**src/rtl/hpec_pkg.sv**
```systemverilog
`timescale 1ns / 1ps

package hpec_pkg;

  localparam int COUNTER_BITS = 32;
  localparam int NUM_TOTALS   = 8;
  localparam int FLAG_BITS    = 9;
  localparam int OUT_BITS     = 32 + FLAG_BITS + NUM_TOTALS * 32;
  localparam int OUT_BYTES    = (OUT_BITS + 7) / 8;

  localparam logic [7:0] GAP_CHAR = 8'h2D;

  localparam logic [COUNTER_BITS-1:0] CNT_MAX = {COUNTER_BITS{1'b1}};

  // event flag bits, also the total index for bits below TRUE_INDEL
  localparam int EV_SW_A      = 0;
  localparam int EV_SW_B      = 1;
  localparam int EV_SNP_A     = 2;
  localparam int EV_SNP_B     = 3;
  localparam int EV_IND_A     = 4;
  localparam int EV_IND_B     = 5;
  localparam int EV_BAD_A     = 6;
  localparam int EV_BAD_B     = 7;
  localparam int EV_TRUE_INDEL = 8;

  typedef enum logic [1:0] {
    PH_UNKNOWN = 2'd0,
    PH_ONE     = 2'd1,
    PH_TWO     = 2'd2
  } phase_t;

  typedef struct packed {
    logic [FLAG_BITS-1:0] flags;
    phase_t               phase_a;
    phase_t               phase_b;
  } hpec_class_t;

  function automatic logic [31:0] sat32(input logic [COUNTER_BITS-1:0] v);
    logic [63:0] ext;
    ext = 64'(v);
    return (ext > 64'h0000_0000_FFFF_FFFF) ? 32'hFFFF_FFFF : ext[31:0];
  endfunction

endpackage

```
**src/rtl/hpec_classify.sv**
```systemverilog
`timescale 1ns / 1ps

module hpec_classify
  import hpec_pkg::*;
(
  input  logic [7:0]  true_base_a,
  input  logic [7:0]  true_base_b,
  input  logic [7:0]  test_base_a,
  input  logic [7:0]  test_base_b,
  input  phase_t      phase_a,
  input  phase_t      phase_b,
  output hpec_class_t cls
);

  logic gap_ea;
  logic gap_eb;
  logic homo;
  logic het;
  logic ea_t1, ea_t2, eb_t1, eb_t2;

  always_comb begin
    gap_ea = (test_base_a == GAP_CHAR);
    gap_eb = (test_base_b == GAP_CHAR);
    homo   = (true_base_a == true_base_b);
    het    = !homo && (true_base_a != GAP_CHAR) && (true_base_b != GAP_CHAR);
    ea_t1  = (test_base_a == true_base_a);
    ea_t2  = (test_base_a == true_base_b);
    eb_t1  = (test_base_b == true_base_a);
    eb_t2  = (test_base_b == true_base_b);

    cls.flags   = '0;
    cls.phase_a = phase_a;
    cls.phase_b = phase_b;

    if (homo) begin
      if (gap_ea || gap_eb) begin
        cls.flags[EV_IND_A] = !gap_ea;
        cls.flags[EV_IND_B] = !gap_eb;
      end else if (test_base_a != test_base_b) begin
        if (!ea_t1) begin
          cls.flags[EV_SNP_A] = 1'b1;
        end else begin
          cls.flags[EV_SNP_B] = 1'b1;
        end
      end
    end else if (het) begin
      if (ea_t1) begin
        cls.flags[EV_SW_A] = (phase_a == PH_TWO);
        cls.phase_a        = PH_ONE;
      end else if (ea_t2) begin
        cls.flags[EV_SW_A] = (phase_a == PH_ONE);
        cls.phase_a        = PH_TWO;
      end else begin
        cls.flags[EV_BAD_A] = 1'b1;
      end
      if (eb_t1) begin
        cls.flags[EV_SW_B] = (phase_b == PH_TWO);
        cls.phase_b        = PH_ONE;
      end else if (eb_t2) begin
        cls.flags[EV_SW_B] = (phase_b == PH_ONE);
        cls.phase_b        = PH_TWO;
      end else begin
        cls.flags[EV_BAD_B] = 1'b1;
      end
    end else begin
      cls.flags[EV_TRUE_INDEL] = 1'b1;
      if (!ea_t1 && !ea_t2) begin
        cls.flags[EV_SNP_A] = 1'b1;
      end else if (!eb_t1 && !eb_t2) begin
        cls.flags[EV_SNP_B] = 1'b1;
      end
    end
  end

endmodule

```
**src/rtl/haplotype_phase_error_counter.sv**
```systemverilog
`timescale 1ns / 1ps

// Haplotype phase error counter. Each input item is one alignment column (two true and
// two test haplotype bases, ASCII, '-' for a gap); each column yields exactly one result
// item carrying its one-based position, its event flags and the eight running error totals
// including that column. One column is accepted per clock cycle while the output is not
// stalled; a column waits in the input register until the result register can take it;
// its result is then loaded there and out_tvalid rises. The phase and counter state
// update in that same cycle so consecutive columns never wait on each other; a stalled
// output holds at most two columns before in_tready drops. Totals saturate at all ones;
// a column with tlast set returns its result and then clears the phases, position and
// totals for the next run.
module haplotype_phase_error_counter
  import hpec_pkg::*;
(
  input  logic                   clk,
  input  logic                   rst_n,
  input  logic                   in_tvalid,
  output logic                   in_tready,
  // true_base_a[7:0], true_base_b[15:8], test_base_a[23:16], test_base_b[31:24]
  input  logic [31:0]            in_tdata,
  input  logic                   in_tlast,
  output logic                   out_tvalid,
  input  logic                   out_tready,
  // position[31:0], event_flags[40:32], switches_a[72:41], switches_b[104:73],
  // false_snps_a[136:105], false_snps_b[168:137], false_indels_a[200:169],
  // false_indels_b[232:201], bad_calls_a[264:233], bad_calls_b[296:265], zero[303:297]
  output logic [OUT_BYTES*8-1:0] out_tdata
);

  logic                    s1_valid_r;
  logic [31:0]             s1_data_r;
  logic                    s1_last_r;
  logic                    out_valid_r;
  logic [OUT_BYTES*8-1:0]  out_data_r;
  logic [OUT_BYTES*8-1:0]  out_data_nxt;

  phase_t                  phase_a_r;
  phase_t                  phase_b_r;
  logic [31:0]             col_r;
  logic [31:0]             col_nxt;
  logic [COUNTER_BITS-1:0] tot_r   [NUM_TOTALS];
  logic [COUNTER_BITS-1:0] tot_nxt [NUM_TOTALS];

  logic                    advance;
  hpec_class_t             cls;

  assign advance    = s1_valid_r && (!out_valid_r || out_tready);
  assign in_tready  = !s1_valid_r || advance;
  assign out_tvalid = out_valid_r;
  assign out_tdata  = out_data_r;

  hpec_classify u_classify (
    .true_base_a (s1_data_r[7:0]),
    .true_base_b (s1_data_r[15:8]),
    .test_base_a (s1_data_r[23:16]),
    .test_base_b (s1_data_r[31:24]),
    .phase_a     (phase_a_r),
    .phase_b     (phase_b_r),
    .cls         (cls)
  );

  always_comb begin
    col_nxt = (col_r == 32'hFFFF_FFFF) ? col_r : col_r + 32'd1;
    for (int k = 0; k < NUM_TOTALS; k++) begin
      tot_nxt[k] = (cls.flags[k] && (tot_r[k] != CNT_MAX)) ?
                   tot_r[k] + COUNTER_BITS'(1) : tot_r[k];
    end
    out_data_nxt = '0;
    out_data_nxt[31:0]  = col_nxt;
    out_data_nxt[40:32] = cls.flags;
    for (int k = 0; k < NUM_TOTALS; k++) begin
      out_data_nxt[32 + FLAG_BITS + k*32 +: 32] = sat32(tot_nxt[k]);
    end
  end

  // input register
  always_ff @(posedge clk) begin
    if (!rst_n) begin
      s1_valid_r <= 1'b0;
    end else if (in_tready) begin
      s1_valid_r <= in_tvalid;
    end
  end

  always_ff @(posedge clk) begin
    if (in_tready && in_tvalid) begin
      s1_data_r <= in_tdata;
      s1_last_r <= in_tlast;
    end
  end

  // result register
  always_ff @(posedge clk) begin
    if (!rst_n) begin
      out_valid_r <= 1'b0;
    end else if (advance) begin
      out_valid_r <= 1'b1;
    end else if (out_tready) begin
      out_valid_r <= 1'b0;
    end
  end

  always_ff @(posedge clk) begin
    if (advance) begin
      out_data_r <= out_data_nxt;
    end
  end

  // column state; clear after the last column
  always_ff @(posedge clk) begin
    if (!rst_n) begin
      phase_a_r <= PH_UNKNOWN;
      phase_b_r <= PH_UNKNOWN;
      col_r     <= '0;
      for (int k = 0; k < NUM_TOTALS; k++) begin
        tot_r[k] <= '0;
      end
    end else if (advance) begin
      if (s1_last_r) begin
        phase_a_r <= PH_UNKNOWN;
        phase_b_r <= PH_UNKNOWN;
        col_r     <= '0;
        for (int k = 0; k < NUM_TOTALS; k++) begin
          tot_r[k] <= '0;
        end
      end else begin
        phase_a_r <= cls.phase_a;
        phase_b_r <= cls.phase_b;
        col_r     <= col_nxt;
        for (int k = 0; k < NUM_TOTALS; k++) begin
          tot_r[k] <= tot_nxt[k];
        end
      end
    end
  end

  a_last_clears: assert property (@(posedge clk) disable iff (!rst_n)
    advance && s1_last_r |=> col_r == 32'd0 && phase_a_r == PH_UNKNOWN)
    else $error("state not cleared after last column");

  a_col_steps: assert property (@(posedge clk) disable iff (!rst_n)
    advance && !s1_last_r && col_r != 32'hFFFF_FFFF |=> col_r == $past(col_r) + 32'd1)
    else $error("column position did not advance");

  a_sw_bad_excl: assert property (@(posedge clk) disable iff (!rst_n)
    out_valid_r |-> !(out_data_r[32 + EV_SW_A] && out_data_r[32 + EV_BAD_A]) &&
                    !(out_data_r[32 + EV_SW_B] && out_data_r[32 + EV_BAD_B]))
    else $error("switch and bad call flagged together");

  a_indel_flags: assert property (@(posedge clk) disable iff (!rst_n)
    out_valid_r && out_data_r[32 + EV_TRUE_INDEL] |->
      out_data_r[33:32] == 2'b00 && out_data_r[39:36] == 4'b0000 &&
      !(out_data_r[32 + EV_SNP_A] && out_data_r[32 + EV_SNP_B]))
    else $error("bad flag set on true indel column");

  a_no_phase_three: assert property (@(posedge clk) disable iff (!rst_n)
    advance |=> $past(cls.flags[EV_BAD_A]) |-> phase_a_r == $past(phase_a_r) ||
                $past(s1_last_r))
    else $error("bad call changed phase");

endmodule
```
**config.mk**
```make
export PLATFORM = sky130hd
export DESIGN_NAME = haplotype_phase_error_counter
export DESIGN_NICKNAME = d
export VERILOG_FILES = /design/src/rtl/hpec_pkg.sv /design/src/rtl/hpec_classify.sv /design/src/rtl/haplotype_phase_error_counter.sv
export SDC_FILE = /design/constraint.sdc
export NUM_CORES = 1
export LEC_CHECK = 0
export CORE_MARGIN = 2
export CORE_UTILIZATION = 30
export CTS_CLUSTER_DIAMETER = 30
export DETAILED_ROUTE_END_ITERATION = 8
export DONT_BUFFER_PORTS = 1
export PLACE_DENSITY = 0.46
export SYNTH_ARGS = -nofsm -noshare
export SYNTH_HDL_FRONTEND = slang
export SYNTH_SLANG_ARGS = --single-unit
```
**constraint.sdc**
```tcl
create_clock -name clk -period 23.4 [get_ports clk]
set_clock_uncertainty 0.1 [all_clocks]
set_input_delay 3.51 -clock clk [delete_from_list [all_inputs] [get_ports clk]]
set_output_delay 3.51 -clock clk [all_outputs]
set_load 0.02 [all_outputs]
```
==> reports/results.ini, run 1 <==
[clock_tree]
cts_tree=done
cts_root_buffer=clkbuf_16
clk_pin_slew_ns=0.04
numCtsBuffers=155
clock_latency_ns=0.74
ctsLongestPathBuffers=3
cts_resized=0
h-tree-depth=4
clock-sinks=624
post-cts-setup-buffer-count=0
cts_hold_buf=0

[hold_path]
hold_path.class=reg -> reg
hold_path_depth=2
hold_end=phase_a_r[0]
hold_start=phase_a_r[0]

[yosys]
yosys.area_share.simple_pct=20.9
postSynthAreaPerCell_um2=12.1
yosysWarningCount=0
synth-compound-area-share_pct=3.70
synthesis.area_um2=29300
ys_ff_latch=624
yosysTopAreaCellShare_pct=56.8
async_flop_share_pct=0
synthAdderAreaFrac_pct=0.384
syn-instance-count=2418
synth_top_family_by_area=simple AND/OR/NAND/NOR gates
synthXorXnorAreaFrac_pct=9.71
yosysMostFrequentCell=edfxtp_1
ys_seq_area_share_pct=61.6
ys_dominant_reg_cell=edfxtp_1
ys_top_cells_by_count=554 x edfxtp_1, 202 x and2_1, 202 x nand2_1, 195 x xnor2_1, 130 x xor2_1
yosys.area.top_type=edfxtp_1
synth_edf_count=554
synthMuxAreaShare_pct=1.68
synth_area_leaders=edfxtp_1 57%, xnor2_1 5.8%, dfxtp_1 4.8%
synth_cell_type_count=79

[layout]
regArea_um2=18000
fillers=9309
drive_gt1_share_pct=12.2
nNetsFinal=2533
area_delta_synth_final_pct=23.3
multi_input_area_um2=10700

[floorplan]
die_h_um=317
ios=343
coreArea_um2=96700
initial_utilization_pct=30.3
die_x_um=317
rows=114
die-area_um2=100000

[detailed_routing]
drc=0
antenna_left=0
first_iter_violations=1280
vias=19400
via_per_inst=4.97
routedWlPerCell_um=20.1
routed_wirelength_um=78300
drt_pass1_iterations=5

[critical_path]
crit_path_start_kind=input pin
cp_num_buf_inv=0
r2r-start=out_tvalid
path_cells=nor2b_1 -> nand2_1
r2r_cells=9
path_depth=2
crit_path_max_incr_delay_ns=0.23
crit_family=simple AND/OR/NAND/NOR gates
end_kind=output pin
critical_path_arrival_ns=3.96
required_ns=19.79
critPathSlowestCell=nand2_1
path_class=in -> out
path_max_fanout=4
rrSetupSlack_ns=19.39
rr_endpoint=tot_r[0][71]

[timing]
final-setup-viol-count=0
relSlewSlack_pct=13.1
period_needed_ns=7.57
setup-tns-final_ns=0
final_hold_viol_count=0
finalCritPeriodShare_pct=32.4
rsz0062_at_grt=false
slew_viol_final=0
hold_slack_ns=0.396
fmax_ghz=0.132
setup_slack_ns=15.83
tightest_slew_ns=1.29

[global_route]
grt_pass1_wl_um=117000
antenna_found_initial=7
grt.overflow.total=0
grt_pass1_vias=19000
gr-usage-all-layers_pct=15.3
grt_max_degree=109

[flow_run]
maxCapViolations=0

[place]
hpwl_um=51700
globalplace.congestion=0.817
io_buffers=0
place_ws_ns=15.83

[run_status]
outcome=complete, no violations

[power_and_ir_drop]
leakage_nw=12.6
power_w=0.00363
power_density_nw_per_um2=101
ir_worst_vdd_mv=0.0564

flip-flops by register name, summed over array words and instances, names as in the netlist:
| register | cells |
|---|---|
| out_tvalid | 1 |
| col_r | 32 |
| tot_r | 256 |
| out_tdata | 297 |
| s1_last_r | 1 |
| phase_b_r | 2 |
| s1_data_r | 32 |
| phase_a_r | 2 |
| s1_valid_r | 1 |
logic make-up (layout without fill, tap and decap cells):
family                   count (synthesis)  in the layout
adder cells (fa/ha/maj)                  9              9
buffers and inverters                  154            347
flip-flops                             624            624
XOR/XNOR                               325            325
AND/OR/NAND/NOR                       1091           1091
other                                    1             15
AO/OA/AOI/OAI                          166            166
multiplexers                            48             48
worst register-to-register path, stage by stage (launching register included):
cell	delay, ns
dfxtp_1	0.37
nor2b_1	0.20
nand2b_1	0.16
buf_4	0.21
inv_8	0.57
and3_4	0.60
buf_4	0.54
buf_4	0.75
nand2b_1	0.17
mux2i_1	0.16
report_power, final:
part / internal [W] / total, W / switching [W] / leakage [nW]
Clock: 0.00148 / 0.00219 / 0.000704 / 2.61
Combinational: 0.0000281 / 0.0000921 / 0.0000640 / 3.92
Sequential: 0.00128 / 0.00135 / 0.0000748 / 6.06
per-stage QoR:
step                      instance area [um^2]  instances  util [%]
final                                    36100       3901      37.3
after global routing                     36100       3898      37.3
after CTS                                36100       3893      37.3
after detailed placement                 30700       3606      31.7
after global placement                   30700       3606      31.7
after floorplan                          29300       2424         -
worst max path at each step:
stage	from	end	slack, ns
after floorplan	out_tready	phase_b_r[1]	9.15
after global placement	out_tready	in_tready	15.84
after detailed placement	out_tready	in_tready	15.83
after CTS	out_tready	in_tready	15.82
after global routing	out_tready	in_tready	15.78
final	out_tready	in_tready	15.83
cell usage in the layout, fill, tap and decap left out, types with 8 or more instances in the layout:
cell type | Yosys | routed
a21boi_0 | 8 | 8
a21oi_1 | 28 | 28
a31oi_1 | 14 | 14
and2_1 | 202 | 202
and3_1 | 56 | 55
and4_1 | 39 | 39
buf_4 | 7 | 21
bufinv_16 | 0 | 19
clkbuf_1 | 92 | 9
clkbuf_16 | 0 | 160
clkinv_1 | 1 | 17
clkinv_2 | 0 | 17
clkinv_4 | 0 | 11
clkinvlp_4 | 0 | 18
dfxtp_1 | 70 | 70
diode_2 | 0 | 8
edfxtp_1 | 554 | 554
ha_1 | 9 | 9
inv_1 | 37 | 34
inv_6 | 0 | 18
mux2_2 | 10 | 10
mux2i_1 | 38 | 38
nand2_1 | 202 | 201
nand2b_1 | 40 | 40
nand3_1 | 129 | 129
nand4_1 | 102 | 102
nor2_1 | 94 | 94
nor2b_1 | 14 | 14
nor3_1 | 66 | 66
nor4_1 | 51 | 51
o21ai_0 | 49 | 49
o31ai_1 | 12 | 12
or3_1 | 28 | 28
or4_1 | 22 | 22
xnor2_1 | 195 | 195
xor2_1 | 130 | 130
metal layers:
layer / vias to the layer above / wire length, um / track usage [%]
met3: 140 / 4360 / 4.07
met5: - / 13 / 0
li1: 9119 / - / -
met2: 551 / 36900 / 23.9
met4: 2 / 2100 / 6.52
met1: 9569 / 34900 / 20.1
final cells by class:
type	instances	share of cell area (%)
clock buffers	174	11.4
clock inverters	113	3.70
inverters	39	0.433
repair buffers	21	0.436
diodes	8	0.0554
flip-flops and latches	624	49.9
well taps	1276	4.42
multi-input cells	1646	29.6
No activity file was read; power rests on OpenSTA's default activity.
==> run 2, diff against run 1 <==
--- a/config.mk
+++ b/config.mk
@@ -10,7 +10,7 @@
 export CTS_CLUSTER_DIAMETER = 30
 export DETAILED_ROUTE_END_ITERATION = 8
 export DONT_BUFFER_PORTS = 1
-export PLACE_DENSITY = 0.46
+export PLACE_DENSITY = 0.47
 export SYNTH_ARGS = -nofsm -noshare
 export SYNTH_HDL_FRONTEND = slang
 export SYNTH_SLANG_ARGS = --single-unit
==> constraint.sdc (replaced) <==
create_clock -name clk -period 6.53 [get_ports clk]
set_clock_uncertainty 0.1 [all_clocks]
set_input_delay 0.9795 -clock clk [delete_from_list [all_inputs] [get_ports clk]]
set_output_delay 0.9795 -clock clk [all_outputs]
set_load 0.02 [all_outputs]
==> run 2 against run 1 <==
  * Wire length increased by 1.3%
  * Hold slack lost 0.14 ns
  * Power grew to 3.7 times the previous value
  * Global-route usage increased by 0.22 points
  * Register-to-register slack got worse by 17 ns
  * Clock-buffer cell count unchanged
  * Highest routed layer unchanged
  * Setup slack got worse by 13 ns
  * Combinational power rose to 3.6 times the previous value
  * Sequential share of layout area fell by 0.42 points
  * Sequential cell count unchanged
  * Critical path depth is 5 higher
  * Clock power increased to 3.8 times the previous value
==> reports/results.ini, run 2 (synthesis gave the netlist of run 1 again) <==
[power_and_ir_drop]
power_w=0.0134  ; +270%
seq_power_share_pct=36.1  ; -1.2 points
power_frac_clock_pct=61.4  ; +1.2 points
switchingPower_w=0.00305  ; +260%
ir_worst_vdd_mv=0.183  ; +230%
p_sw_share_pct=22.7  ; -0.52 points
leakage_nw=12.7  ; +1.0%
p_comb_share_pct=2.5  ; about the same
power_density_nw_per_um2=369  ; +270%
intPower_w=0.0104  ; +270%

[hold_path]
hold_path_depth=0  ; -2
hold_path.class=in -> reg

[layout]
area_delta_synth_final_pct=24.3
multi_input_area_um2=10700  ; unchanged
final_common_cell=edfxtp_1
nNetsFinal=2534  ; +0.039%
final_cell_mix=554 x edfxtp_1, 202 x and2_1, 201 x nand2_1, 195 x xnor2_1, 160 x clkbuf_16
fillers=9194  ; -1.2%
largest_reg_flops=297  ; unchanged
drive_gt1_share_pct=12.4  ; +0.19 points
regArea_um2=18000  ; unchanged

[clock_tree]
ctsLongestPathBuffers=3  ; unchanged
cts_tree=done
h-tree-depth=4  ; unchanged
cts_hold_buf=0  ; unchanged
clock_latency_ns=0.72  ; -0.02 ns
numCtsBuffers=160  ; +3.2%
clock-sinks=624  ; unchanged
cts_root_buffer=clkbuf_16
clk_pin_slew_ns=0.05  ; about the same
post-cts-setup-buffer-count=0  ; unchanged
cts_resized=0  ; unchanged

[detailed_routing]
drt_pass1_iterations=5  ; unchanged
via_per_inst=4.96  ; -0.12%
vias=19400  ; +0.19%
routed_wirelength_um=79300  ; +1.3%
antenna_left=0  ; unchanged
drc=0  ; unchanged
first_iter_violations=1444  ; +13%
routedWlPerCell_um=20.3  ; +0.99%

[critical_path]
path_class=reg -> reg
r2r_cells=7  ; -2
critical_path_arrival_ns=4.19  ; +0.23 ns
crit_path_start_kind=register
required_ns=6.89  ; -12.90 ns
end_kind=register
path_max_fanout=14  ; +10

[timing]
fmax_ghz=0.261
setup-tns-final_ns=0  ; unchanged
final-setup-viol-count=0  ; unchanged
rsz0062_at_grt=false
final_hold_viol_count=0  ; unchanged
slew_viol_final=0  ; unchanged
tightest_slew_ns=1.35  ; +0.0601 ns
finalCritPeriodShare_pct=58.7
period_needed_ns=3.83
relSlewSlack_pct=9.87  ; -3.2 points

[place]
globalplace.congestion=0.812  ; -0.62%
hpwl_um=52200  ; +0.95%
io_buffers=0  ; unchanged

[floorplan]
ios=343  ; unchanged
rows=114  ; unchanged
coreArea_um2=96700  ; unchanged
die-area_um2=100000  ; unchanged
die_x_um=317  ; unchanged
initial_utilization_pct=30.3  ; unchanged
die_h_um=317  ; unchanged

[global_route]
grt_pass1_wl_um=119000  ; +1.2%
grt.overflow.total=0  ; unchanged
grt_pass1_vias=19300  ; +1.7%
gr-usage-all-layers_pct=15.5  ; +0.22 points
antenna_found_initial=18  ; +11
grt_max_degree=190  ; +74%

[flow_run]
maxCapViolations=0  ; unchanged

[run_status]
outcome=complete, no violations

==> run 2: cell types whose count changed in the layout (fill, tap and decap cells not counted), sizes merged <==
| cell | change |
|---|---|
| bufinv | +10 |
| buf | -4 |
| clkinv | +10 |
| diode | +4 |
| clkinvlp | +1 |
| inv | -9 |
==> run 2: metrics by stage <==
stage | util, % | hold slack (ns) | worst slack (ns) | area (um^2) | cells
floorplan | - | 0.355 | 0.0320 | 29300 | 2424
global placement | 31.7 | 0.372 | 2.74 | 30700 | 3602
detailed placement | 31.7 | 0.386 | 2.67 | 30700 | 3602
CTS | 37.6 | 0.169 | 2.66 | 36400 | 3901
global route | 37.6 | 0.194 | 2.36 | 36400 | 3906
finish | 37.7 | 0.256 | 2.70 | 36400 | 3913
==> run 2: area by class of cell <==
type	instances	area share [%]
Sequential cell	624	49.5
Multi-Input combinational cell	1646	29.4
Clock buffer	174	11.3
Clock inverter	125	4.46
Tap cell	1276	4.38
Timing Repair Buffer	17	0.453
Inverter	39	0.429
Antenna cell	12	0.0824
==> run 2: power by group through the flow <==
stage | Clock, W | Combinational, W | Sequential [W]
2_1_floorplan | 0 | 0.000233 | 0.00487
3_3_place_gp | 0 | 0.000332 | 0.00492
3_5_place_dp | 0 | 0.000334 | 0.00492
4_1_cts | 0.00845 | 0.000338 | 0.00486
5_1_grt | 0.00867 | 0.000367 | 0.00487
6_report | 0.00826 | 0.000329 | 0.00485
==> run 2: metal layers <==
metal  vias up  track usage, %  wire [um]
li1       9144               -          -
met1      9519            20.2      34700
met2       620            24.2      37400
met3       131            4.51       5470
met4         4            6.49       1840
met5         -               0         24
==> run 2: path summary, 6_finish.rpt <==
kind	startpoint	endpoint	slack, ns
max	s1_data_r[9]	out_tdata[168]	2.70
min	in_tdata[8]	s1_data_r[8]	0.26
max reg2reg	s1_data_r[9]	out_tdata[168]	2.70
min reg2reg	phase_a_r[0]	phase_a_r[0]	0.41
==> run 2: critical path: stages (launching register included) <==
cell and delay [ns]:
edfxtp_1 0.48, nand4b_1 0.25, nor4_1 0.47, o22ai_1 0.26, o32a_1 0.64, nor4_4 0.87
nand4_1 0.28, xnor2_1 0.20
==> run 3, diff against run 2 <==
==> constraint.sdc (replaced) <==
create_clock -name clk -period 3.2 [get_ports clk]
set_clock_uncertainty 0.1 [all_clocks]
set_input_delay 0.48 -clock clk [delete_from_list [all_inputs] [get_ports clk]]
set_output_delay 0.48 -clock clk [all_outputs]
set_load 0.02 [all_outputs]
==> run 3 against run 2 <==
  * Sequential power rose by 100%
  * Largest power group unchanged
  * First-iteration DRC count fell by 1.9%
  * Hold slack got worse by 0.11 ns
  * Clock power rose by 100%
  * Via count rose by 3.7%
  * Cell area rose by 3.9%
  * Critical path depth rose by 1
  * Cell count rose by 3.8%
  * Critical path type unchanged
  * Sequential cell count did not move
  * Sequential share of layout area fell by 1.9 points
  * Wire length rose by 2.2%
  * Highest routed layer is now met4
==> reports/results.ini, run 3 (synthesis gave the netlist of run 1 again) <==
[floorplan]
initial_utilization_pct=30.3  ; unchanged
rows=114  ; unchanged
die_x_um=317  ; unchanged
die-area_um2=100000  ; unchanged
coreArea_um2=96700  ; unchanged
die_h_um=317  ; unchanged
ios=343  ; unchanged

[critical_path]
critical_path_arrival_ns=3.71  ; -0.48 ns
required_ns=3.74  ; -3.15 ns
rr_endpoint=tot_r[0][31]
r2r-start=s1_data_r[4]
worstSetupStartpoint=s1_data_r[4]
path_max_fanout=8  ; -6
rrSetupSlack_ns=0.03  ; -2.67 ns
crit_path_start_kind=register
r2r_cells=8  ; +1
end_kind=register
path_class=reg -> reg
crit_path_end=tot_r[0][31]

[clock_tree]
cts_tree=done
numCtsBuffers=158  ; -1.3%
ctsLongestPathBuffers=3  ; unchanged
h-tree-depth=4  ; unchanged
clk_pin_slew_ns=0.05  ; about the same
cts_root_buffer=clkbuf_16
clock-sinks=624  ; unchanged
clock_latency_ns=0.73  ; about the same

[timing]
final-setup-viol-count=0  ; unchanged
finalCritPeriodShare_pct=99.1  ; +40 points
setup_slack_ns=0.0300  ; -2.67 ns
slew_viol_final=0  ; unchanged
fmax_ghz=0.315  ; +21%
rsz0062_at_grt=true
setup-tns-final_ns=0  ; unchanged
relSlewSlack_pct=29.5  ; +20 points
period_needed_ns=3.17  ; -0.662 ns
final_hold_viol_count=0  ; unchanged
tightest_slew_ns=1.05  ; -0.292 ns

[global_route]
antenna_found_initial=1  ; -17
grt_max_degree=93  ; -51%
grt_pass1_wl_um=122000  ; +2.4%
grt.overflow.total=0  ; unchanged
grt_pass1_vias=20000  ; +3.5%
gr-usage-all-layers_pct=15.8  ; +0.27 points

[layout]
drive_gt1_share_pct=16.9  ; +4.5 points
nNetsFinal=2692  ; +6.2%
final_common_cell=edfxtp_1
largest_reg_flops=297  ; unchanged
final_cell_mix=554 x edfxtp_1, 200 x nand2_1, 200 x and2_1, 189 x xnor2_1, 159 x clkbuf_16
area_delta_synth_final_pct=29.2

[detailed_routing]
first_iter_violations=1417  ; -1.9%
drc=0  ; unchanged
routedWlPerCell_um=20.0  ; -1.5%
vias=20100  ; +3.7%
routed_wirelength_um=81100  ; +2.2%
drt_pass1_iterations=5  ; unchanged
antenna_left=0  ; unchanged
via_per_inst=4.96  ; -0.12%

[place]
place_ws_ns=-0.0922  ; -2.76 ns
globalplace.congestion=0.873  ; +7.5%
io_buffers=0  ; unchanged
hpwl_um=54200  ; +3.9%

[power_and_ir_drop]
leakage_nw=13.5  ; +6.1%
ir_worst_vdd_mv=0.393  ; +110%
power_density_nw_per_um2=720  ; +95%
power_w=0.0272  ; +100%

[hold_path]
hold_path.class=in -> reg
hold_start=rst_n

[flow_run]
maxCapViolations=0  ; unchanged

[run_status]
outcome=complete, no violations

==> run 3: worst max-delay path, cell delays in order (launching register included) <==
cell	delay, ns
edfxtp_1	0.51
xnor2_1	0.23
nand4_1	0.26
or4b_4	0.60
a211oi_4	0.35
buf_12	0.17
nand4_1	0.17
or4_1	0.51
a21oi_1	0.17
==> run 3: how the worst min path moves through the flow <==
| stage | endpoint | slack (ns) | cells after the start |
|---|---|---|---|
| 6_report | tot_r[0][17] | 0.15 | 3 |
| 5_1_grt | tot_r[0][15] | 0.12 | 3 |
| 4_1_cts | tot_r[0][17] | 0.09 | 3 |
| 3_5_place_dp | phase_a_r[0] | 0.40 | 2 |
| 3_3_place_gp | phase_a_r[0] | 0.38 | 2 |
| 2_1_floorplan | phase_b_r[0] | 0.35 | 2 |
==> run 3: through the flow <==
stage                     util [%]  cell area, um^2  std cells  hold WS [ns]
after global routing          39.1            37800       4059         0.125
after CTS                     38.9            37600       4046        0.0901
after detailed placement      32.6            31500       3701         0.402
after floorplan                  -            29400       2424         0.355
after global placement        32.6            31500       3701         0.377
final                         39.1            37800       4061         0.149
==> run 3: area by class of cell <==
type | instances | area, um^2
fillers | 9180 | 58900
flip-flops and latches | 624 | 18000
multi-input cells | 1646 | 10900
clock buffers | 177 | 4070
well taps | 1276 | 1600
repair buffers | 177 | 1550
clock inverters | 119 | 1550
inverters | 39 | 159
diodes | 3 | 7.51
==> run 3: what timing repair did <==
| action | CTS | global route |
|---|---|---|
| resized for setup | 9 | 28 |
| hold buffers | 37 | 0 |
| buffers inserted | 12 | 13 |
| pin swaps | 2 | 12 |
| setup endpoints to repair | 43 | 95 |
| cloned | 0 | 0 |
| hold endpoints to repair | 54 | 0 |
==> run 3: layer usage <==
metal / vias to the layer above / part of all wire (%) / track usage [%]
li1: 9457 / - / -
met1: 9994 / 44 / 20.4
met2: 539 / 48 / 25.4
met3: 138 / 5.5 / 4.15
met4: 0 / 2.5 / 6.12
met5: - / 0 / 0
==> run 3: report_power, final <==
group | leakage (nW) | switching (W) | internal (W)
Sequential | 6.06 | 0.000551 | 0.00934
Clock | 2.68 | 0.00527 | 0.0113
Combinational | 4.75 | 0.000513 | 0.000293
